[src/rtl/tba_pkg.sv]
package tba_pkg;

   localparam int TS_W           = 32;
   localparam int VAL_W          = 32;
   localparam int LEN_W          = 17;
   localparam int LIMIT_W        = 6;
   localparam int OP_W           = 2;
   localparam int CSR_IDX_W      = 1;
   localparam int MAX_FILL_DEF   = 62;
   localparam int COUNT_BITS_DEF = 16;

   localparam logic [LEN_W-1:0] RESET_BUCKET_LENGTH = LEN_W'(60 * 10);

   localparam logic [OP_W-1:0] OP_SAMPLE = 2'd0;
   localparam logic [OP_W-1:0] OP_NEW    = 2'd1;
   localparam logic [OP_W-1:0] OP_CLOSE  = 2'd2;

   localparam logic [CSR_IDX_W-1:0] CSR_BUCKET_LENGTH = 1'd0;
   localparam logic [CSR_IDX_W-1:0] CSR_FILL_LIMIT    = 1'd1;

   typedef enum logic [1:0] {
      KIND_SAMPLE,
      KIND_NEW,
      KIND_CLOSE
   } kind_type;

   typedef struct packed {
      kind_type                kind;
      logic [TS_W-1:0]         timestamp;
      logic signed [VAL_W-1:0] sample;
   } item_type;

   typedef struct packed {
      logic [TS_W-1:0]         bucket_start;
      logic signed [VAL_W-1:0] mean_value;
      logic                    is_fill;
      logic                    last;
   } rsp_type;

endpackage

[src/rtl/tba_fifo.sv]
module tba_fifo #(
   parameter int WIDTH = 8,
   parameter int DEPTH = 2
) (
   input  logic             clock,
   input  logic             reset,
   input  logic             push,
   input  logic [WIDTH-1:0] wdata,
   output logic             full,
   input  logic             pop,
   output logic [WIDTH-1:0] rdata,
   output logic             empty
);

   localparam int PW = (DEPTH > 1) ? $clog2(DEPTH) : 1;
   localparam int CW = $clog2(DEPTH + 1);

   logic [WIDTH-1:0] mem_ff [DEPTH];
   logic [PW-1:0]    wr_ptr_ff;
   logic [PW-1:0]    rd_ptr_ff;
   logic [CW-1:0]    count_ff;
   logic             do_push;
   logic             do_pop;

   assign full    = (count_ff == CW'(DEPTH));
   assign empty   = (count_ff == '0);
   assign do_push = push && !full;
   assign do_pop  = pop && !empty;
   assign rdata   = mem_ff[rd_ptr_ff];

   always_ff @(posedge clock) begin
      if (do_push) begin
         mem_ff[wr_ptr_ff] <= wdata;
      end
   end

   always_ff @(posedge clock) begin
      if (reset) begin
         wr_ptr_ff <= '0;
         rd_ptr_ff <= '0;
         count_ff  <= '0;
      end else begin
         if (do_push) begin
            wr_ptr_ff <= (wr_ptr_ff == PW'(DEPTH - 1)) ? '0 : wr_ptr_ff + 1'b1;
         end
         if (do_pop) begin
            rd_ptr_ff <= (rd_ptr_ff == PW'(DEPTH - 1)) ? '0 : rd_ptr_ff + 1'b1;
         end
         case ({do_push, do_pop})
            2'b10:   count_ff <= count_ff + 1'b1;
            2'b01:   count_ff <= count_ff - 1'b1;
            default: count_ff <= count_ff;
         endcase
      end
   end

endmodule

[src/rtl/tba_front.sv]
module tba_front (
   input  logic                         clock,
   input  logic                         reset,
   input  logic                         req_push,
   input  logic [tba_pkg::OP_W-1:0]     req_operation,
   input  logic [tba_pkg::TS_W-1:0]     req_timestamp,
   input  logic signed [tba_pkg::VAL_W-1:0] req_sample,
   output logic                         req_full,
   output tba_pkg::item_type            item,
   output logic                         item_empty,
   input  logic                         item_pop
);
   import tba_pkg::*;

   item_type in_item;
   logic     known_op;
   logic     q_full;

   // classify; the unused code is accepted and dropped here
   always_comb begin
      in_item.timestamp = req_timestamp;
      in_item.sample    = req_sample;
      in_item.kind      = KIND_SAMPLE;
      known_op          = 1'b1;
      case (req_operation)
         OP_SAMPLE: in_item.kind = KIND_SAMPLE;
         OP_NEW:    in_item.kind = KIND_NEW;
         OP_CLOSE:  in_item.kind = KIND_CLOSE;
         default:   known_op     = 1'b0;
      endcase
   end

   assign req_full = q_full;

   tba_fifo #(
      .WIDTH ($bits(item_type)),
      .DEPTH (2)
   ) u_queue (
      .clock (clock),
      .reset (reset),
      .push  (req_push && known_op),
      .wdata (in_item),
      .full  (q_full),
      .pop   (item_pop),
      .rdata (item),
      .empty (item_empty)
   );

endmodule

[src/rtl/tba_div.sv]
module tba_div #(
   parameter int DW = 48,
   parameter int VW = 17
) (
   input  logic          clock,
   input  logic          reset,
   input  logic          start,
   input  logic [DW-1:0] dividend,
   input  logic [VW-1:0] divisor,
   output logic          done,
   output logic [DW-1:0] quotient,
   output logic [VW-1:0] remainder
);

   localparam int CW = $clog2(DW);

   logic [DW-1:0] quo_ff;
   logic [VW-1:0] rem_ff;
   logic [VW-1:0] dsr_ff;
   logic [CW-1:0] step_ff;
   logic          busy_ff;
   logic          done_ff;
   logic [VW:0]   trial;
   logic [VW:0]   diff;

   assign trial     = {rem_ff, quo_ff[DW-1]};
   assign diff      = trial - {1'b0, dsr_ff};
   assign done      = done_ff;
   assign quotient  = quo_ff;
   assign remainder = rem_ff;

   always_ff @(posedge clock) begin
      if (reset) begin
         busy_ff <= 1'b0;
         done_ff <= 1'b0;
      end else begin
         done_ff <= 1'b0;
         if (start) begin
            quo_ff  <= dividend;
            rem_ff  <= '0;
            dsr_ff  <= divisor;
            step_ff <= CW'(DW - 1);
            busy_ff <= 1'b1;
         end else if (busy_ff) begin
            // one quotient bit per cycle, restoring
            if (!diff[VW]) begin
               rem_ff <= diff[VW-1:0];
               quo_ff <= {quo_ff[DW-2:0], 1'b1};
            end else begin
               rem_ff <= trial[VW-1:0];
               quo_ff <= {quo_ff[DW-2:0], 1'b0};
            end
            step_ff <= step_ff - 1'b1;
            if (step_ff == '0) begin
               busy_ff <= 1'b0;
               done_ff <= 1'b1;
            end
         end
      end
   end

endmodule

[src/rtl/tba_back.sv]
module tba_back #(
   parameter int COUNT_BITS = tba_pkg::COUNT_BITS_DEF,
   parameter int MAX_FILL   = tba_pkg::MAX_FILL_DEF
) (
   input  logic                          clock,
   input  logic                          reset,
   input  tba_pkg::item_type             item,
   input  logic                          item_empty,
   output logic                          item_pop,
   input  logic [tba_pkg::LEN_W-1:0]     len,
   input  logic [tba_pkg::LIMIT_W-1:0]   limit,
   output tba_pkg::rsp_type              rsp,
   output logic                          rsp_push,
   input  logic                          rsp_full
);
   import tba_pkg::*;

   localparam int SUM_W = VAL_W + COUNT_BITS;
   localparam int VW    = (COUNT_BITS > LEN_W) ? COUNT_BITS : LEN_W;

   typedef enum logic [2:0] {
      S_IDLE,
      S_MEAN,
      S_ALIGN,
      S_GAP,
      S_EMIT,
      S_FILL,
      S_FINISH
   } state_type;

   state_type               state_ff;
   logic [TS_W-1:0]         ts_ff;
   logic signed [VAL_W-1:0] val_ff;
   logic [TS_W-1:0]         obs_ff;
   logic signed [SUM_W-1:0] sum_ff;
   logic [COUNT_BITS-1:0]   cnt_ff;
   logic                    open_ff;
   logic signed [VAL_W-1:0] mean_ff;
   logic [TS_W-1:0]         ns_ff;
   logic [TS_W:0]           ft_ff;
   logic [LIMIT_W-1:0]      k_ff;
   logic                    emit_ff;
   logic                    open_new_ff;
   logic                    gap_ff;
   logic                    close_ff;
   logic                    fill_go_ff;
   logic                    div_start_ff;
   logic [SUM_W-1:0]        div_a_ff;
   logic [VW-1:0]           div_b_ff;

   logic                    div_done;
   logic [SUM_W-1:0]        div_q;
   logic [VW-1:0]           div_r;
   logic                    in_bucket;
   logic                    has_pend;
   logic                    start_new;
   logic [SUM_W-1:0]        sum_abs;
   logic [TS_W-1:0]         ns_calc;
   logic [TS_W:0]           ns_gap;
   logic [LIMIT_W-1:0]      limit_eff;
   logic                    fill_last;
   logic [TS_W+1:0]         ft_next;

   assign in_bucket = (item.timestamp >= obs_ff)
                   && ((item.timestamp - obs_ff) < TS_W'(len));
   assign has_pend  = open_ff && (cnt_ff != '0);
   assign start_new = (item.kind == KIND_NEW) || !open_ff;
   assign sum_abs   = sum_ff[SUM_W-1] ? SUM_W'(-sum_ff) : SUM_W'(sum_ff);
   assign ns_calc   = ts_ff - TS_W'(div_r);
   assign ns_gap    = {1'b0, ns_calc} - {1'b0, obs_ff};
   assign limit_eff = (limit > LIMIT_W'(MAX_FILL)) ? LIMIT_W'(MAX_FILL) : limit;
   assign ft_next   = {1'b0, ft_ff} + (TS_W+2)'(len);
   assign fill_last = (ft_next >= (TS_W+2)'(ns_ff)) || (k_ff == LIMIT_W'(MAX_FILL - 1));
   assign item_pop  = (state_ff == S_IDLE) && !item_empty;

   always_comb begin
      rsp_push = 1'b0;
      rsp.mean_value = mean_ff;
      rsp.bucket_start = obs_ff;
      rsp.is_fill = 1'b0;
      rsp.last = !fill_go_ff;
      case (state_ff)
         S_EMIT: rsp_push = emit_ff && !rsp_full;
         S_FILL: begin
            rsp_push = !rsp_full;
            rsp.bucket_start = ft_ff[TS_W-1:0];
            rsp.is_fill = 1'b1;
            rsp.last = fill_last;
         end
         default: rsp_push = 1'b0;
      endcase
   end

   tba_div #(
      .DW (SUM_W),
      .VW (VW)
   ) u_div (
      .clock     (clock),
      .reset     (reset),
      .start     (div_start_ff),
      .dividend  (div_a_ff),
      .divisor   (div_b_ff),
      .done      (div_done),
      .quotient  (div_q),
      .remainder (div_r)
   );

   always_ff @(posedge clock) begin
      if (reset) begin
         state_ff     <= S_IDLE;
         open_ff      <= 1'b0;
         cnt_ff       <= '0;
         sum_ff       <= '0;
         obs_ff       <= '0;
         div_start_ff <= 1'b0;
         emit_ff      <= 1'b0;
         open_new_ff  <= 1'b0;
         gap_ff       <= 1'b0;
         close_ff     <= 1'b0;
         fill_go_ff   <= 1'b0;
      end else begin
         div_start_ff <= 1'b0;
         case (state_ff)
            S_IDLE: begin
               if (!item_empty) begin
                  ts_ff       <= item.timestamp;
                  val_ff      <= item.sample;
                  emit_ff     <= has_pend;
                  fill_go_ff  <= 1'b0;
                  gap_ff      <= 1'b0;
                  close_ff    <= (item.kind == KIND_CLOSE);
                  open_new_ff <= (item.kind != KIND_CLOSE);
                  if (item.kind == KIND_SAMPLE && open_ff && in_bucket) begin
                     open_new_ff <= 1'b0;
                     // saturated bucket ignores further samples
                     if (cnt_ff != '1) begin
                        sum_ff <= sum_ff + SUM_W'(item.sample);
                        cnt_ff <= cnt_ff + 1'b1;
                     end
                  end else begin
                     gap_ff <= (item.kind == KIND_SAMPLE) && !start_new;
                     if (has_pend) begin
                        div_a_ff     <= sum_abs;
                        div_b_ff     <= VW'(cnt_ff);
                        div_start_ff <= 1'b1;
                        state_ff     <= S_MEAN;
                     end else if (item.kind != KIND_CLOSE) begin
                        div_a_ff     <= SUM_W'(item.timestamp);
                        div_b_ff     <= VW'(len);
                        div_start_ff <= 1'b1;
                        state_ff     <= S_ALIGN;
                     end else begin
                        state_ff <= S_FINISH;
                     end
                  end
               end
            end
            S_MEAN: begin
               if (div_done) begin
                  mean_ff <= sum_ff[SUM_W-1] ? VAL_W'(-div_q) : VAL_W'(div_q);
                  if (open_new_ff) begin
                     div_a_ff     <= SUM_W'(ts_ff);
                     div_b_ff     <= VW'(len);
                     div_start_ff <= 1'b1;
                     state_ff     <= S_ALIGN;
                  end else begin
                     state_ff <= S_EMIT;
                  end
               end
            end
            S_ALIGN: begin
               if (div_done) begin
                  ns_ff <= ns_calc;
                  if (gap_ff && (ns_calc > obs_ff) && (ns_gap > (TS_W+1)'(len))) begin
                     // whole buckets between the old bucket's end and the new start
                     div_a_ff     <= SUM_W'(ns_gap - (TS_W+1)'(len));
                     div_b_ff     <= VW'(len);
                     div_start_ff <= 1'b1;
                     state_ff     <= S_GAP;
                  end else begin
                     state_ff <= S_EMIT;
                  end
               end
            end
            S_GAP: begin
               if (div_done) begin
                  fill_go_ff <= (MAX_FILL != 0) && (div_q <= SUM_W'(limit_eff));
                  ft_ff      <= {1'b0, obs_ff} + (TS_W+1)'(len);
                  k_ff       <= '0;
                  state_ff   <= S_EMIT;
               end
            end
            S_EMIT: begin
               if (!emit_ff) begin
                  state_ff <= S_FINISH;
               end else if (!rsp_full) begin
                  state_ff <= fill_go_ff ? S_FILL : S_FINISH;
               end
            end
            S_FILL: begin
               if (!rsp_full) begin
                  ft_ff <= ft_next[TS_W:0];
                  k_ff  <= k_ff + 1'b1;
                  if (fill_last) begin
                     state_ff <= S_FINISH;
                  end
               end
            end
            S_FINISH: begin
               if (open_new_ff) begin
                  obs_ff  <= ns_ff;
                  sum_ff  <= SUM_W'(val_ff);
                  cnt_ff  <= COUNT_BITS'(1);
                  open_ff <= 1'b1;
               end else if (close_ff) begin
                  sum_ff  <= '0;
                  cnt_ff  <= '0;
                  open_ff <= 1'b0;
               end
               state_ff <= S_IDLE;
            end
            default: state_ff <= S_IDLE;
         endcase
      end
   end

endmodule

[src/rtl/time_bucket_averager_gap_fill.sv]
// Time-bucket averager with gap fill.
// Input queue (req_push / req_full): operation, timestamp, Q16.16 sample.
// Result queue (rsp_empty / rsp_pop): bucket_start, mean_value, is_fill, last;
// the oldest result waits on the rsp_ ports while rsp_empty is low.
// Configuration (csr_valid / csr_ready, always ready): index 0 bucket_length,
// index 1 fill_limit; write only while the block is idle.
// The shared radix-2 divider serves every division. Back-end work per item:
// a sample in the open bucket only accumulates, a close with nothing open
// needs no division, the first sample of a series or a flushing close takes
// one divider pass, a new series or a move to the next bucket takes two
// passes, and skipped buckets take three passes followed by one result per
// fill. An accepted item reaches the back end through the registered input
// queue.
// Items after the current one wait in a two-entry input queue; results wait
// in a two-entry output queue. When the receiver stalls, the output queue
// fills, result emission holds, then the input queue fills and req_full rises.
// Reset (synchronous) restores bucket_length 600, fill_limit 0, no series
// open and empties both queues.
module time_bucket_averager_gap_fill #(
   parameter int COUNT_BITS = tba_pkg::COUNT_BITS_DEF,
   parameter int MAX_FILL   = tba_pkg::MAX_FILL_DEF
) (
   input  logic                              clock,
   input  logic                              reset,
   input  logic                              req_push,
   output logic                              req_full,
   input  logic [tba_pkg::OP_W-1:0]          req_operation,
   input  logic [tba_pkg::TS_W-1:0]          req_timestamp,
   input  logic signed [tba_pkg::VAL_W-1:0]  req_sample,
   output logic                              rsp_empty,
   input  logic                              rsp_pop,
   output logic [tba_pkg::TS_W-1:0]          rsp_bucket_start,
   output logic signed [tba_pkg::VAL_W-1:0]  rsp_mean_value,
   output logic                              rsp_is_fill,
   output logic                              rsp_last,
   input  logic                              csr_valid,
   output logic                              csr_ready,
   input  logic [tba_pkg::CSR_IDX_W-1:0]     csr_index,
   input  logic [tba_pkg::LEN_W-1:0]         csr_data
);
   import tba_pkg::*;

   logic [LEN_W-1:0]   len_ff;
   logic [LIMIT_W-1:0] limit_ff;
   logic [LEN_W-1:0]   len_eff;
   item_type           item;
   logic               item_empty;
   logic               item_pop;
   rsp_type            back_rsp;
   rsp_type            out_rsp;
   logic               back_push;
   logic               out_full;

   assign csr_ready = 1'b1;
   // zero length acts as one second
   assign len_eff   = (len_ff == '0) ? LEN_W'(1) : len_ff;

   always_ff @(posedge clock) begin
      if (reset) begin
         len_ff   <= RESET_BUCKET_LENGTH;
         limit_ff <= '0;
      end else if (csr_valid) begin
         case (csr_index)
            CSR_BUCKET_LENGTH: len_ff   <= csr_data;
            CSR_FILL_LIMIT:    limit_ff <= csr_data[LIMIT_W-1:0];
            default:           len_ff   <= len_ff;
         endcase
      end
   end

   tba_front u_front (
      .clock         (clock),
      .reset         (reset),
      .req_push      (req_push),
      .req_operation (req_operation),
      .req_timestamp (req_timestamp),
      .req_sample    (req_sample),
      .req_full      (req_full),
      .item          (item),
      .item_empty    (item_empty),
      .item_pop      (item_pop)
   );

   tba_back #(
      .COUNT_BITS (COUNT_BITS),
      .MAX_FILL   (MAX_FILL)
   ) u_back (
      .clock      (clock),
      .reset      (reset),
      .item       (item),
      .item_empty (item_empty),
      .item_pop   (item_pop),
      .len        (len_eff),
      .limit      (limit_ff),
      .rsp        (back_rsp),
      .rsp_push   (back_push),
      .rsp_full   (out_full)
   );

   tba_fifo #(
      .WIDTH ($bits(rsp_type)),
      .DEPTH (2)
   ) u_rsp_queue (
      .clock (clock),
      .reset (reset),
      .push  (back_push),
      .wdata (back_rsp),
      .full  (out_full),
      .pop   (rsp_pop),
      .rdata (out_rsp),
      .empty (rsp_empty)
   );

   assign rsp_bucket_start = out_rsp.bucket_start;
   assign rsp_mean_value   = out_rsp.mean_value;
   assign rsp_is_fill      = out_rsp.is_fill;
   assign rsp_last         = out_rsp.last;

endmodule

[config.mk]
export PLATFORM = sky130hd
export DESIGN_NAME = time_bucket_averager_gap_fill
export DESIGN_NICKNAME = d
export VERILOG_FILES = /design/src/rtl/tba_pkg.sv /design/src/rtl/tba_fifo.sv /design/src/rtl/tba_front.sv /design/src/rtl/tba_div.sv /design/src/rtl/tba_back.sv /design/src/rtl/time_bucket_averager_gap_fill.sv
export SDC_FILE = /design/constraint.sdc
export NUM_CORES = 2
export LEC_CHECK = 0
export BUFFER_PORTS_ARGS = -buffer_cell sky130_fd_sc_hd__buf_2
export CAP_MARGIN = 15
export CORE_MARGIN = 5
export CORE_UTILIZATION = 57
export CTS_CLUSTER_DIAMETER = 150
export DETAILED_ROUTE_END_ITERATION = 10
export PLACE_DENSITY_LB_ADDON = 0.15
export SYNTH_ARGS = -nofsm -noshare
export SYNTH_HDL_FRONTEND = slang
export SYNTH_HIERARCHICAL = 1
export SYNTH_SLANG_ARGS = --single-unit
[constraint.sdc]
create_clock -name clock -period 10 [get_ports clock]
set_input_delay 2 -clock clock [delete_from_list [all_inputs] [get_ports clock]]
set_output_delay 2 -clock clock [all_outputs]
set_load 0.005 [all_outputs]
# After elaboration in Yosys (flattened, before gate mapping)
# Memory sizes are Yosys's and may differ from the RTL's. A register that Yosys moved wholly into a read port is not among the register bits.
# Index checks and enable logic that the tools add are counted.
[classes]
muxes = 100
n_bitwise = 4
n_reduce_logical = 56
n_eq_ne = 33
add_sub_neg = 21
n_lt_le_gt_ge = 7
[op_table]
columns = ["cell", "n"]
rows = [
  ["$mux 48", 16],
  ["$mux 17", 11],
  ["$pmux 48 s3", 1],
  ["$pmux 48 s2", 1],
  ["$mux 16", 5],
  ["$mux 33", 2],
  ["$pmux 33 s2", 1],
  ["$mux 32", 2],
  ["$pmux 17 s3", 1],
  ["$add 48x32->48", 1],
  ["$le 48x6->1", 1],
  ["$neg 48->48", 1],
  ["$mux 3", 13],
  ["$add 33x17->34", 1],
  ["$ge 34x32->1", 1],
  ["$sub 33x17->34", 1],
  ["$add 32x17->33", 1],
  ["$gt 33x17->1", 1],
  ["$sub 32x32->33", 1],
  ["$ge 32x32->1", 1],
  ["$gt 32x32->1", 1],
  ["$lt 32x17->1", 1],
  ["$mux 1", 32],
  ["$neg 32->32", 1],
  ["48 further kinds", 123],
]
[totals]
output_inout_bits = 69
in_bits = 89
elab_cells = 256
ff_bits = 459
mem_bits_rw = 264
n_memories = 2
[memory_table]
columns = ["memory", "words", "word_bits", "read_ports", "rd_ports_with_merged_regs", "wr", "line", "source"]
rows = [
  ["u_front.u_queue.mem_ff", 2, 66, 1, 1, 1, "tba_fifo.sv:18", "logic [WIDTH-1:0] mem_ff [DEPTH];"],
  ["u_rsp_queue.mem_ff", 2, 66, 1, 1, 1, "tba_fifo.sv:18", ""],
]

# Logic depth before layout (Yosys ltp)
[depth]
word_depth = 8
mapped_depth = 31
depth_no_buf = 31

# By module
# The synthesis kept the hierarchy.
[modules_own_cells]
columns = ["module", "cells_per_inst", "instances", "area_each_um2", "seq_area_each_um2"]
rows = [
  ["tba_back", 3199, 1, 27177.3, 9088.7],
  ["tba_fifo", 231, 2, 4966.0, 4063.9],
  ["tba_div", 366, 1, 4780.8, 2682.6],
  ["time_bucket_averager_gap_fill", 126, 1, 1013.5, 460.4],
  ["tba_front", 3, 1, 22.5, 0.0],
]

# Least setup slack after synthesis
# OpenSTA, ideal clock, no wires.
[synth_timing]
kind = "reg2reg"
startpoint = "reg u_back.ts_ff[0]"
endpoint = "reg u_back.div_a_ff[0], enable pin"
t_arrival_ps = 9922
required_time_ps = 9432
path_slack_ps = -491
synth_period_minus_slack_ps = 10491
setup_ps = 568
stages_incl_launch_ff = 28
n_path_buf = 0
path_cell_list = "edfxtp_1 inv_1 ha_1 inv_1 fa_1 a21o_1 a21oi_1 nor2b_1 o21ai_0 o21ai_0 a41o_1 o41ai_1 o21ai_0 o21ai_1 nand3b_1 xnor2_1 ha_1 a21oi_1 o21bai_1 a21oi_1 o21ai_0 a221o_1 a311o_1 and4b_1 and4b_1 a31oi_1 nor2_1 nor3_1"
[synth_via]
elab_chain_cells = 6
word_cells_on_any_way = 8
classes_between = "add/sub: 2; order compare: 2; eq/ne: 1; reduce/logical: 3"
[synth_rtl]
columns = ["item", "line", "source"]
rows = [
  ["from (decl)", "tba_back.sv:32", "logic [TS_W-1:0] ts_ff;"],
  ["from (signal assigned)", "tba_back.sv:126", "ts_ff <= item.timestamp;"],
  ["$sub 32x17->32 (*)", "tba_back.sv:69", "assign ns_calc = ts_ff - TS_W'(div_r);"],
  ["net u_back.ns_calc[22]", "tba_back.sv:58", "logic [TS_W-1:0] ns_calc;"],
  ["$sub 32x32->33 or $gt 32x32->1 (tied branches)", "tba_back.sv:70, tba_back.sv:174", ""],
  ["$gt 33x17->1 or $logic_and 1x1->1 (tied branches)", "tba_back.sv:174", "if (gap_ff && (ns_calc > obs_ff) && (ns_gap > (TS_W+1)'(len))) begin"],
  ["$logic_and 1x1->1 (*)", "tba_back.sv:174", ""],
  ["$ne 2x1->1 (no source line) (*)", "--", ""],
  ["$reduce_and 9->1 (no source line) (*)", "--", ""],
  ["to (signal assigned)", "tba_back.sv:148", "div_a_ff <= SUM_W'(item.timestamp);"],
  ["to (signal assigned)", "tba_back.sv:162", "div_a_ff <= SUM_W'(ts_ff);"],
  ["to (signal assigned)", "tba_back.sv:176", "div_a_ff <= SUM_W'(ns_gap - (TS_W+1)'(len));"],
  ["to (decl)", "tba_back.sv:48", "logic [SUM_W-1:0] div_a_ff;"],
]
# The timed path passes the listed nets; every way through them passes the cells marked *.
# A chain may end at the register's enable or synchronous reset.

# Worst setup path in the final report
[layout_timing]
startpoint = "reg u_back.ts_ff[0]"
endpoint = "reg u_back.div_a_ff[37], enable pin"
# Same word-level chain as after synthesis.

==> results.sh <==
export IMPL_via_per_inst=6.133
export IMPL_cts_max_level=3
export IMPL_critical_path_most_common_cell="o21ai_0"
export IMPL_first_iter_violations=3010
export IMPL_crit_required_ns=10.26
export IMPL_drc=0
export IMPL_crit_type="flip-flop to flip-flop"
export IMPL_fin_crit_ns=8.463
export IMPL_cts_resized_gates=0
export IMPL_yosysTopAreaCell="edfxtp_1"
export IMPL_power_leakage_uw=0.01758
export IMPL_cp_start_kind="flip-flop"
export IMPL_clockBufferDepth=3
export IMPL_synth_edff_count=584
export IMPL_critPathSlowestCell="buf_4"
export IMPL_dp_slack_ns=1.758
export IMPL_crit_fanout=65
export IMPL_dieArea_mm2=0.08090
export IMPL_grt_pass1_vias=30920
export IMPL_area_delta_synth_final_pct=9.642
export IMPL_slowest_delay_ns=0.67
export IMPL_gp_congestion=1.012
export IMPL_max_freq_mhz=118.2
export IMPL_syn_inst=4156
export IMPL_final_hold_viol_count=0
export IMPL_wire_per_inst_um=22.55
export IMPL_ant_nets=0
export IMPL_r2r_start="u_back/ts_ff[0]"
export IMPL_slew_headroom_pct=30.05
export IMPL_synth_top_area_share_pct=40.85
export IMPL_end_kind="flip-flop"
export IMPL_status="complete, no violations"
export IMPL_syn_area_mm2=0.04293
export IMPL_wirelength_um=119100
export IMPL_setup_viol_count_final=0
export IMPL_synth_flop_cell="edfxtp_1"
export IMPL_grt_overflow_total=0
export IMPL_yosysUniqueCellTypes=106
export IMPL_synth_seq_cells=725
export IMPL_rrSetupSlack_ns=1.54
export IMPL_cts_setup_buffers=0
export IMPL_clk_latency_ns=0.65
export IMPL_avgSynthCellArea_um2=10.33
export IMPL_path_clk_slew_ns=0.06
export IMPL_p_per_area_mw_per_mm2=262.1
export IMPL_place_hpwl_um=90760
export IMPL_r2r_end="u_back/div_a_ff[37]"
export IMPL_start_util_pct=57.56
export IMPL_holdBufCountCts=0
export IMPL_hold_path_end="u_back/u_div/dsr_ff[1]"
export IMPL_grt_pass1_wl_um=180600
export IMPL_maxCapViolCount=0
export IMPL_ios=158
export IMPL_cts_inserted_buffers=78
export IMPL_worst_slew_pin_transition_ns=1.023
export IMPL_synth_most_common_cell="edfxtp_1"
export IMPL_hold_ws_ns=0.4159
export IMPL_hp_class="flip-flop to flip-flop"
export IMPL_drv_slew=0
export IMPL_peakVddDrop_mv=0.1981
export IMPL_worstHoldStart="u_back/div_b_ff[1]"
export IMPL_nets=4605
export IMPL_first_pass_iters=6
export IMPL_drive_gt1_share_pct=13.34
export IMPL_fp_dieW_um=284.4
export IMPL_yosysWarnings=6
export IMPL_cts_tree="yes"
export IMPL_ys_top_cells_by_area="edfxtp_1 41%, ha_1 7.6%, dfxtp_1 6.6%"
export IMPL_setup_slack_ns=1.537
export IMPL_arrival_ns=8.72
export IMPL_fin_setup_tns_ns=0
export IMPL_fin_skew_ns=0.04299
export IMPL_root_buffer="clkbuf_16"
export IMPL_antenna_found_initial=2
export IMPL_async_flop_share_pct=0
export IMPL_clock_sinks=725
export IMPL_post_route_util_pct=63.11
export IMPL_nFillCells=6128
export IMPL_io_buffer_count=156
export IMPL_dieHeight_um=284.4
export IMPL_syn_nets=4513
export IMPL_track_usage_pct=28.47
export IMPL_core_mm2=0.07457
export IMPL_grt_max_degree=97
export IMPL_yosys_top_cells_count="584 x edfxtp_1, 411 x nand2_1, 329 x a21oi_1, 265 x o21ai_0, 260 x ha_1"
export IMPL_holdPathStages=0
export IMPL_rr_worst_depth=27
export IMPL_min_period_over_period_pct=84.63
export IMPL_num_rows=100
export IMPL_grt_setup_unrepaired="false"
export IMPL_crit_start="u_back/ts_ff[0]"
export IMPL_yosysSeqAreaShare_pct=47.43
export IMPL_route_vias_total=32390
-- worst max-delay path, delay by kind of cell, from the launching register on --
family                     cells  cell delay (ns)
and+or+nand+nor                6             1.00
DFF                            1             0.38
xor gates and xnor gates       1             0.21
AOI/OAI and AO/OA             14             4.49
adders and majority gates      3             1.11
buffers and inverters          3             0.80
-- layout make-up --
| type | count | area, µm² | area share (%) |
|---|---|---|---|
| sequential | 725 | 20360 | 43.27 |
| timing repair buffer | 187 | 1016 | 2.159 |
| multi-input combinational | 3036 | 21070 | 44.76 |
| inverter | 220 | 825.8 | 1.755 |
| antenna | 1 | 2.502 | 0.005317 |
| clock inverter | 45 | 469.2 | 0.9969 |
| tap | 969 | 1212 | 2.576 |
| clock buffer | 98 | 2108 | 4.479 |
-- logic make-up after synthesis --
| family | count (synthesis) | synth area share, % |
|---|---|---|
| adder cells (fa/ha/maj) | 268 | 7.951 |
| XOR/XNOR | 289 | 5.897 |
| flip-flops | 725 | 47.43 |
| AO/OA/AOI/OAI | 1086 | 16.05 |
| other | 1 | 0.008736 |
| buffers and inverters | 395 | 3.681 |
| multiplexers | 212 | 5.471 |
| AND/OR/NAND/NOR | 1180 | 13.52 |
-- metal layers --
metal / wire, µm / global-route usage (%) / part of all wire, % / vias to the layer above
li1: - / - / - / 15590
met1: 52120 / 39.11 / 44 / 15560
met2: 55320 / 46.64 / 46 / 1020
met3: 6739 / 3.678 / 5.7 / 218
met4: 4880 / 10.45 / 4.1 / 4
met5: 21 / 0 / 0.018 / -
-- flip-flops by register name, summed over array words and instances, names as in the netlist, 16 cells and up, named ones only --
name	count
u_back/u_div/remainder	17
u_rsp_queue/mem_ff	132
u_back/val_ff	32
u_front/u_queue/mem_ff	132
u_back/ft_ff	33
u_back/cnt_ff	16
u_back/sum_ff	48
u_back/u_div/dsr_ff	17
u_back/ts_ff	32
u_back/obs_ff	32
len_ff	17
u_back/u_div/quotient	48
u_back/div_b_ff	17
u_back/ns_ff	32
u_back/div_a_ff	48
u_back/mean_ff	32
-- worst max-delay path by stage --
stage	endpoint	slack, ns	depth (start not counted)
finish	u_back/div_a_ff[37]	1.54	27
CTS	u_back/div_b_ff[9]	1.72	27
detailed placement	u_back/div_a_ff[11]	1.76	27
global route	u_back/div_a_ff[37]	1.08	27
global placement	u_back/div_a_ff[39]	1.85	27
floorplan	u_back/div_a_ff[0]	1.48	27
-- power by group --
part / leakage [µW] / switching [µW] / internal (µW)
Combinational: 0.00984 / 3390 / 2030
Sequential: 0.00649 / 240 / 3800
Clock: 0.00124 / 1250 / 1630
Total: 0.0176 / 4880 / 7460
-- cell usage in the layout (no fill, tap or decap), types with 25 or more instances in the layout --
cell type and count:
nand4_1 46, nand3_1 93, mux2_2 181, nor2_1 251, edfxtp_1 584, xnor2_1 179
nor4_1 32, o21a_1 43, mux2i_1 31, xor2_1 110, nand2_1 410, clkbuf_16 79
a21oi_1 328, dfxtp_1 137, a211oi_1 70, buf_4 32, nand2b_1 33, or4_1 25
buf_2 155, inv_1 212, nor2b_1 37, a21o_1 86, ha_1 260, o21ai_0 265
nor3_1 57, and3_1 35, or3_1 46, o31ai_1 44
-- stage by stage --
stage / std cells / instance area, µm² / power [µW]
finish: 5281 / 47070 / 12340
global placement: 5137 / 44490 / 9435
detailed placement: 5137 / 44490 / 9388
global route: 5280 / 47060 / 13020
CTS: 5280 / 47060 / 12300
floorplan: 4156 / 42930 / 7929
Power figures use the tool's default switching activity.
